[src/mcw_pkg.sv]
// ----------------------------------------------------------------------------
// mcw_pkg: shared types and constants for the multi-channel watchdog
// Operation codes, field widths and the per-channel command bundle.
// ----------------------------------------------------------------------------
package mcw_pkg;

  localparam int unsigned FUNC_W    = 2;
  localparam int unsigned CHAN_W    = 8;
  localparam int unsigned PRESET_W  = 16;
  localparam int unsigned MASK_W    = 8;
  localparam int unsigned MAX_CHANS = 8;

  typedef enum logic [FUNC_W-1:0] {
    OP_TICK  = 2'd0,
    OP_START = 2'd1,
    OP_STOP  = 2'd2,
    OP_KICK  = 2'd3
  } func_t;

  // Decoded command for one channel, valid for a single cycle.
  typedef struct packed {
    logic                tick;
    logic                start;
    logic                stop;
    logic                kick;
    logic [PRESET_W-1:0] preset;
  } chan_cmd_t;

endpackage

[src/mcw_chan.sv]
// ----------------------------------------------------------------------------
// mcw_chan: one watchdog channel
// Holds the preset, the down counter and the enable bit, and flags a fire.
// ----------------------------------------------------------------------------
module mcw_chan
  import mcw_pkg::*;
(
  input  logic      clk,
  input  logic      rst,
  input  chan_cmd_t cmd,
  output logic      fired
);

  logic [PRESET_W-1:0] preset;
  logic [PRESET_W-1:0] count;
  logic                enabled;
  logic [PRESET_W-1:0] count_dec;

  // A counter that already reached zero stays there.
  assign count_dec = (count != '0) ? count - PRESET_W'(1) : count;

  // Fires on a tick when enabled and the decremented count is zero.
  assign fired = cmd.tick && enabled && (count_dec == '0);

  always_ff @(posedge clk) begin
    if (rst) begin
      preset  <= '0;
      count   <= '0;
      enabled <= 1'b0;
    end else if (cmd.tick) begin
      count <= count_dec;
    end else if (cmd.start) begin
      preset  <= cmd.preset;
      count   <= cmd.preset;
      enabled <= 1'b1;
    end else if (cmd.stop) begin
      enabled <= 1'b0;
    end else if (cmd.kick && enabled) begin
      count <= preset;
    end
  end

endmodule

[src/multi_channel_watchdog_core.sv]
// ----------------------------------------------------------------------------
// multi_channel_watchdog_core: bank of software watchdog channels
// Start, stop, kick and tick operations with a per-tick fired report.
// ----------------------------------------------------------------------------
// Usage: a transaction is accepted at a rising edge where start is high and
// busy is low; func selects tick, start, stop or kick, channel names the
// channel and preset_value gives the timeout for a start. Every accepted
// transaction produces exactly one result: done is high for one cycle with
// fired_any, fired_mask and bad_channel valid, and the result transaction
// completes at the edge that ends that cycle. The receiver cannot stall.
// Pipeline: the transaction is captured in an input register at the accepting
// edge; the channel bank updates and the result register loads at the next
// edge, and done goes high with that load.
// Throughput: one transaction per cycle unless busy; each channel's counter
// logic is a single decrement and compare between input and result registers.
// Reset (rst, synchronous): all presets and counters clear, all channels are
// disabled, the pipeline empties, and busy is high for one cycle after rst
// falls. Result ports read zero whenever done is low.
// ----------------------------------------------------------------------------
module multi_channel_watchdog_core
  import mcw_pkg::*;
#(
  parameter int unsigned NUM_CHANNELS = 8
) (
  input  logic                clk,
  input  logic                rst,
  input  logic                start,
  output logic                busy,
  input  logic [FUNC_W-1:0]   func,
  input  logic [CHAN_W-1:0]   channel,
  input  logic [PRESET_W-1:0] preset_value,
  output logic                done,
  output logic                fired_any,
  output logic [MASK_W-1:0]   fired_mask,
  output logic                bad_channel
);

  // Input register.
  logic                in_valid;
  func_t               in_func;
  logic [CHAN_W-1:0]   in_channel;
  logic [PRESET_W-1:0] in_preset;

  logic                accept;
  logic                is_tick;
  logic                bad_next;
  logic [MASK_W-1:0]   mask_next;
  chan_cmd_t           cmd [NUM_CHANNELS];

  assign accept = start && !busy;

  // Busy only covers the cycle right after reset.
  always_ff @(posedge clk) begin
    if (rst) begin
      busy <= 1'b1;
    end else begin
      busy <= 1'b0;
    end
  end

  always_ff @(posedge clk) begin
    if (rst) begin
      in_valid <= 1'b0;
    end else begin
      in_valid <= accept;
    end
  end

  always_ff @(posedge clk) begin
    if (accept) begin
      in_func    <= func_t'(func);
      in_channel <= channel;
      in_preset  <= preset_value;
    end
  end

  // An operation other than tick that names a channel outside the bank does
  // nothing except raise bad_channel.
  assign is_tick  = in_valid && (in_func == OP_TICK);
  assign bad_next = in_valid && (in_func != OP_TICK) &&
                    ({1'b0, in_channel} >= (CHAN_W + 1)'(NUM_CHANNELS));

  genvar gi;
  generate
    for (gi = 0; gi < MASK_W; gi++) begin : g_chan
      if (gi < NUM_CHANNELS) begin : g_live
        logic sel;
        assign sel = in_valid && !bad_next && (in_channel == CHAN_W'(gi));
        always_comb begin
          cmd[gi].tick   = is_tick;
          cmd[gi].start  = sel && (in_func == OP_START);
          cmd[gi].stop   = sel && (in_func == OP_STOP);
          cmd[gi].kick   = sel && (in_func == OP_KICK);
          cmd[gi].preset = in_preset;
        end
        mcw_chan u_chan (
          .clk   (clk),
          .rst   (rst),
          .cmd   (cmd[gi]),
          .fired (mask_next[gi])
        );
      end else begin : g_none
        // Mask bits above the bank never fire.
        assign mask_next[gi] = 1'b0;
      end
    end
  endgenerate

  // Result register; outputs read zero when no result is being delivered.
  always_ff @(posedge clk) begin
    if (rst) begin
      done        <= 1'b0;
      fired_any   <= 1'b0;
      fired_mask  <= '0;
      bad_channel <= 1'b0;
    end else begin
      done        <= in_valid;
      fired_any   <= |mask_next;
      fired_mask  <= mask_next;
      bad_channel <= bad_next;
    end
  end

`ifndef NO_ASSERTIONS
  // Every result traces back to an accepted transaction in the input register.
  a_done_latency: assert property (@(posedge clk) disable iff (rst)
    done |-> $past(start && !busy, 2))
    else $error("done without a matching accepted transaction");

  // A rejected channel never reports fired channels.
  a_bad_no_fire: assert property (@(posedge clk) disable iff (rst)
    (done && bad_channel) |-> (fired_mask == '0) && !fired_any)
    else $error("bad_channel result reports fired channels");

  // Result ports are quiet between results.
  a_quiet: assert property (@(posedge clk) disable iff (rst)
    !done |-> (fired_mask == '0) && !fired_any && !bad_channel)
    else $error("result ports active without done");
`endif

endmodule

[config.mk]
export PLATFORM = sky130hd
export DESIGN_NAME = multi_channel_watchdog_core
export DESIGN_NICKNAME = d
export VERILOG_FILES = /design/src/mcw_pkg.sv /design/src/mcw_chan.sv /design/src/multi_channel_watchdog_core.sv
export SDC_FILE = /design/constraint.sdc
export NUM_CORES = 1
export LEC_CHECK = 0
export BUFFER_PORTS_ARGS = -buffer_cell sky130_fd_sc_hd__buf_2
export CORE_MARGIN = 2
export CORE_UTILIZATION = 30
export CTS_BUF_LIST = sky130_fd_sc_hd__clkbuf_8 sky130_fd_sc_hd__clkbuf_16
export DETAILED_ROUTE_END_ITERATION = 12
export SLEW_MARGIN = 20
export SYNTH_ARGS = -nofsm -noshare
export SYNTH_HDL_FRONTEND = slang
export SYNTH_SLANG_ARGS = --single-unit
[constraint.sdc]
create_clock -name clk -period 3.95 [get_ports clk]
set_clock_uncertainty 0.1 [all_clocks]
set_input_delay 1.185 -clock clk [delete_from_list [all_inputs] [get_ports clk]]
set_output_delay 1.185 -clock clk [all_outputs]
set_load 0.01 [all_outputs]
* Word level (Yosys, flattened, before mapping)
Index checks and enable logic that the tools add are counted.
** Storage, ports and cells
- Input port bits :: 29
- Output and inout bits :: 12
- Bits in registers :: 303
- Word-level logic and storage cells :: 241
** Cells by class
- Reductions and logical operators :: 123
- Equal/unequal tests :: 18
- $lt $le $gt $ge :: 1
- Bitwise logic cells :: 1
- Add/sub/neg operators :: 8
- Muxes and demuxes :: 57
** Operators by type and width (count)
- $mux W16 :: 40
- $logic_not A16 Y1 :: 8
- $reduce_bool A16 Y1 :: 8
- $sub A16 B1 Y16 const B :: 8
- $logic_and A1 B1 Y1 :: 61
- $reduce_and A2 Y1 :: 24
- $eq A8 B3 Y1 const B :: 4
- $ne A3 B2 Y1 const B :: 8
- $reduce_bool A3 Y1 :: 8
- $reduce_bool A2 Y1 :: 9
- $mux W1 :: 17
- $eq A8 B2 Y1 const B :: 2
- $eq A8 B1 Y1 const B :: 1
- $ge A8 B4 Y1 const B :: 1
- $logic_not A8 Y1 :: 1
- $reduce_or A8 Y1 :: 1
- $eq A2 B2 Y1 const B :: 2
- $eq A2 B1 Y1 const B :: 1
- $logic_not A1 Y1 :: 2
- $logic_not A2 Y1 :: 1
- $not A1 Y1 :: 1

* Depth between registers and ports, before layout
- Depth in word-level cells :: 12
- Depth in mapped cells :: 12
- Gate-level depth less buffers :: 10

* Hierarchy
From an unflattened synthesis, not the netlist that was laid out.
** Second synthesis, totals
- Cell total of the unflattened synthesis :: 2210
- Area, all modules :: 17904.7 µm²
** By module, submodules not included
- mcw_chan :: cells an instance 264, times used 8, sequential area each 660.6 µm², area an instance 2062.0 µm²
- multi_channel_watchdog_core :: cells an instance 98, times used 1, sequential area each 1041.0 µm², area an instance 1408.9 µm²

* Worst setup path after synthesis
No wires, ideal clock.
- Path type :: register to register
- Start :: register g_chan[4].g_live.u_chan.count[2]
- End :: register fired_any
- Arrival time :: 2.822 ns
- Cell stages (with the launch flop) :: 10
- Clock period less this slack :: 2.998 ns
- Setup slack :: 0.952 ns
- Setup time :: 0.077 ns
- Required time :: 3.773 ns
- Buffers on the path :: 1
- Cell sequence :: dfxtp_1 > buf_2 > nor4_1 > nand2_1 > nor4b_1 > xor2_1 > a2111o_1 > nor4b_1 > a31oi_1 > a41oi_2
** Between the ends
- Longest elaborated chain between the ends :: 5
- Elaborated cells between the ends (all ways) :: 6
- Those cells by class :: add/sub (1); mux (1); reduce/logical (4)
** Ends and longest elaborated chain
- start: declaration :: line mcw_chan.sv:15 : logic [PRESET_W-1:0] count;
- start signal: assignment :: line mcw_chan.sv:31 : count <= count_dec;
- start signal: assignment :: line mcw_chan.sv:34 : count <= cmd.preset;
- start signal: assignment :: line mcw_chan.sv:39 : count <= preset;
- $sub A16 B1 Y16 or $reduce_bool A16 Y1 (tied branches) :: line mcw_chan.sv:20 : assign count_dec = (count != '0) ? count - PRESET_W'(1) : count;
- $mux W16 * :: line mcw_chan.sv:20
- $logic_not A16 Y1 * :: line mcw_chan.sv:23 : assign fired = cmd.tick && enabled && (count_dec == '0);
- $logic_and A1 B1 Y1 * :: line mcw_chan.sv:23
- $reduce_or A8 Y1 * :: line multi_channel_watchdog_core.sv:118 : fired_any <= |mask_next;
- end signal: assignment :: line multi_channel_watchdog_core.sv:118
- end: declaration :: line multi_channel_watchdog_core.sv:33 : output logic fired_any,
Mark *: on every way between the ends. The rest lies on a longest branch, timed or not.
A chain may end at the register's enable or synchronous reset.

* Final worst setup path
- Start :: register g_chan[3].g_live.u_chan.count[6]
- End :: register fired_any
** Between the ends
- Longest elaborated chain between the ends :: 5
- Elaborated cells between the ends (all ways) :: 6
- Those cells by class :: add/sub (1); mux (1); reduce/logical (4)
** Ends and longest elaborated chain (line)
- start: declaration :: mcw_chan.sv:15
- start signal: assignment :: mcw_chan.sv:31
- start signal: assignment :: mcw_chan.sv:34
- start signal: assignment :: mcw_chan.sv:39
- $sub A16 B1 Y16 or $reduce_bool A16 Y1 (tied branches) :: mcw_chan.sv:20
- $mux W16 * :: mcw_chan.sv:20
- $logic_not A16 Y1 * :: mcw_chan.sv:23
- $logic_and A1 B1 Y1 * :: mcw_chan.sv:23
- $reduce_or A8 Y1 * :: multi_channel_watchdog_core.sv:118
Marked as above.

==> flow_summary.ini <==
[die]
start_util = 0.3051
die_area_sq_um = 54240
die_w_microns = 232.9
core_area_sq_um = 51510
ios = 41
rows = 83
die_h_microns = 232.9

[critical_path]
worst_path_max_delay_cell = a2111oi_0
crit_top_cell = nor4_1
required_ns = 4.30
worstSetupStartpointType = register
worstPathArrival_ns = 3.72
crit_fanout = 11
critPathKind = reg -> reg
cp-end-kind = register
critPathMaxStageDelay_ns = 0.57
path_cells = nor4_1 -> nand4_1 -> or3b_2 -> nor4_1 -> xor2_1 -> a2111oi_0 -> nand4b_1 -> a41oi_2

[yosys]
synth.largest_area_cell = dfxtp_1
yosysWarnings = 0
synth_area_per_cell_sq_um = 7.839
synth.most_common_cell = nor2_1
syn_nets = 2050
async_flop_share = 0
synthesis.area_sq_um = 15720
synth_enable_flop_cells = 26
ys_seq_area_frac = 0.4025
syn_inst = 2005
yosys_most_used_dff = dfxtp_1
ys_ff_latch = 303
synth.area.top_cells = dfxtp_1 35%, nor2_1 7.4%, nand2_1 5.9%
synthDominantCellAreaShare = 0.3528
yosysUniqueCellTypes = 81
ys_top_cells_by_count = 311 x nor2_1, 277 x dfxtp_1, 245 x nand2_1

[clock_network]
clk_pin_slew_ns = 0.06
cts_sinks = 303
cts_hold_buffers = 0
cts_buffers = 34
root_buffer = clkbuf_16
cts_buffer_depth = 3
htree_levels = 2
cts_tree = yes
clock_latency_ns = 0.54
post_cts_resized = 0
cts_setup_buffers = 0

[sta]
whs_ns = 0.3544
final_max_slew_viol_count = 0
tightest_slew_ns = 0.9753
setup_viol = 0
hold_viol = 0
max_slew_margin = 0.3498
fmax_ghz = 0.2961
fin_crit_ns = 3.377
rsz0062_at_grt = false
finalCritPeriodShare = 0.8549
fin_setup_tns_ns = 0

[global_routing]
grt.total_usage = 0.1743
grt_max_degree = 100
grt-ovfl-total = 0
grt_pass1_vias = 14070
grt_pass1_wl_mm = 76.00
antenna_found_initial = 1

[run_status]
status = complete, no violations

[routing]
drt_iter0_drc = 1384
antenna_left = 0
firstDrtPassIters = 5
drc = 0
drt_wl_total_mm = 47.88
wl_per_cell_microns = 17.87
via_per_inst = 5.588
route.vias.total = 14970

[final_layout]
syn2layout_area_growth_pct = 12.13
drive_gt1_frac = 0.08504
fin_nets = 2021
n_fill_cell = 5477
diodes = 0

[placed_design]
io_buffers = 40
gp_congestion = 0.8983
dp_hpwl_mm = 32.00

[power]
leakagePower_uw = 0.006839
p_per_area_nw_per_um2 = 385.9
ir_drop_v = 0.0004052

[min_path]
hold_class = reg -> reg

[job]
drv_cap = 0
==> path summary, 6_finish.rpt <==
kind / from / to / slack [ns] / depth (start not counted)
worst max-delay path: g_chan[3].g_live.u_chan.count[6] / fired_any / 0.57 / 8
worst min-delay path: g_chan[7].g_live.u_chan.preset[5] / g_chan[7].g_live.u_chan.preset[5] / 0.35 / 2
worst max register to register: g_chan[3].g_live.u_chan.count[6] / fired_any / 0.57 / 8
worst min register to register: g_chan[7].g_live.u_chan.preset[5] / g_chan[7].g_live.u_chan.preset[5] / 0.35 / 2
==> where the power goes <==
group	switching [uW]	internal [uW]
combinational	289	149
sequential	67.1	3120
clock	1300	1870
==> stage by stage <==
step,util,total power [uW],cells,area (sq um),setup WS [ns]
final,0.3421,6801,2679,17620,0.5733
after global routing,0.3421,7039,2679,17620,0.2138
after CTS,0.3421,6858,2679,17620,0.5775
after detailed placement,0.3208,3688,2620,16520,0.6033
after global placement,0.3206,3684,2620,16520,0.6432
after floorplan,-,3542,2005,15720,0.9516
==> cell type report <==
class                      instances  area [sq um]  area share
clock inverter                    17         128.9    0.007313
inverter                          36         135.1    0.007668
multi-input combinational       1526          8726      0.4951
sequential                       303          6326      0.3590
tap                              680         850.8     0.04828
clock buffer                      42         972.2     0.05516
timing repair buffer              75         484.2     0.02748
==> layer usage <==
layer,up-vias,routed length (microns),share of wire,track usage
met1,7196,22940,0.48,0.2503
met3,89,3158,0.066,0.02610
li1,7151,-,-,-
met5,-,0,0,0
met4,0,1203,0.025,0.05772
met2,533,20580,0.43,0.2653
==> kinds of logic (layout without fill, tap and decap cells) <==
kind of cell	count (synthesis)	after routing	share of synthesized area
compound gates	512	512	0.2038
buf+inv	176	170	0.04395
simple gates	879	879	0.2642
xor+xnor	39	39	0.02173
fa+ha+maj	16	16	0.01274
flops	303	303	0.4025
mux	80	80	0.05111
==> state kept, by name, summed over array words and instances (netlist names) <==
name / count
bad_channel: 1
g_chan.g_live.u_chan.preset: 128
in_channel: 8
g_chan.g_live.u_chan.enabled: 8
fired_any: 1
g_chan.g_live.u_chan.count: 128
done: 1
in_func: 2
in_preset: 16
busy: 1
in_valid: 1
fired_mask: 8
==> worst max-delay path, delay by kind of cell, from the launching register on <==
family	cells	cell delay [ns]
AND/OR/NAND/NOR	5	1.85
AO/OA/AOI/OAI	2	0.80
XOR/XNOR	1	0.14
flip-flops	1	0.41
==> cell usage in the layout (no fill, tap or decap), types with 44 or more instances in the layout <==
| master | count |
|---|---|
| nor2_1 | 310 |
| dfxtp_1 | 277 |
| nand2_1 | 245 |
| a21oi_1 | 156 |
| o21ai_0 | 143 |
| mux2i_1 | 78 |
| nor3_1 | 68 |
| nand3_1 | 60 |
| inv_1 | 44 |
No activity file was read; power rests on OpenSTA's default activity.
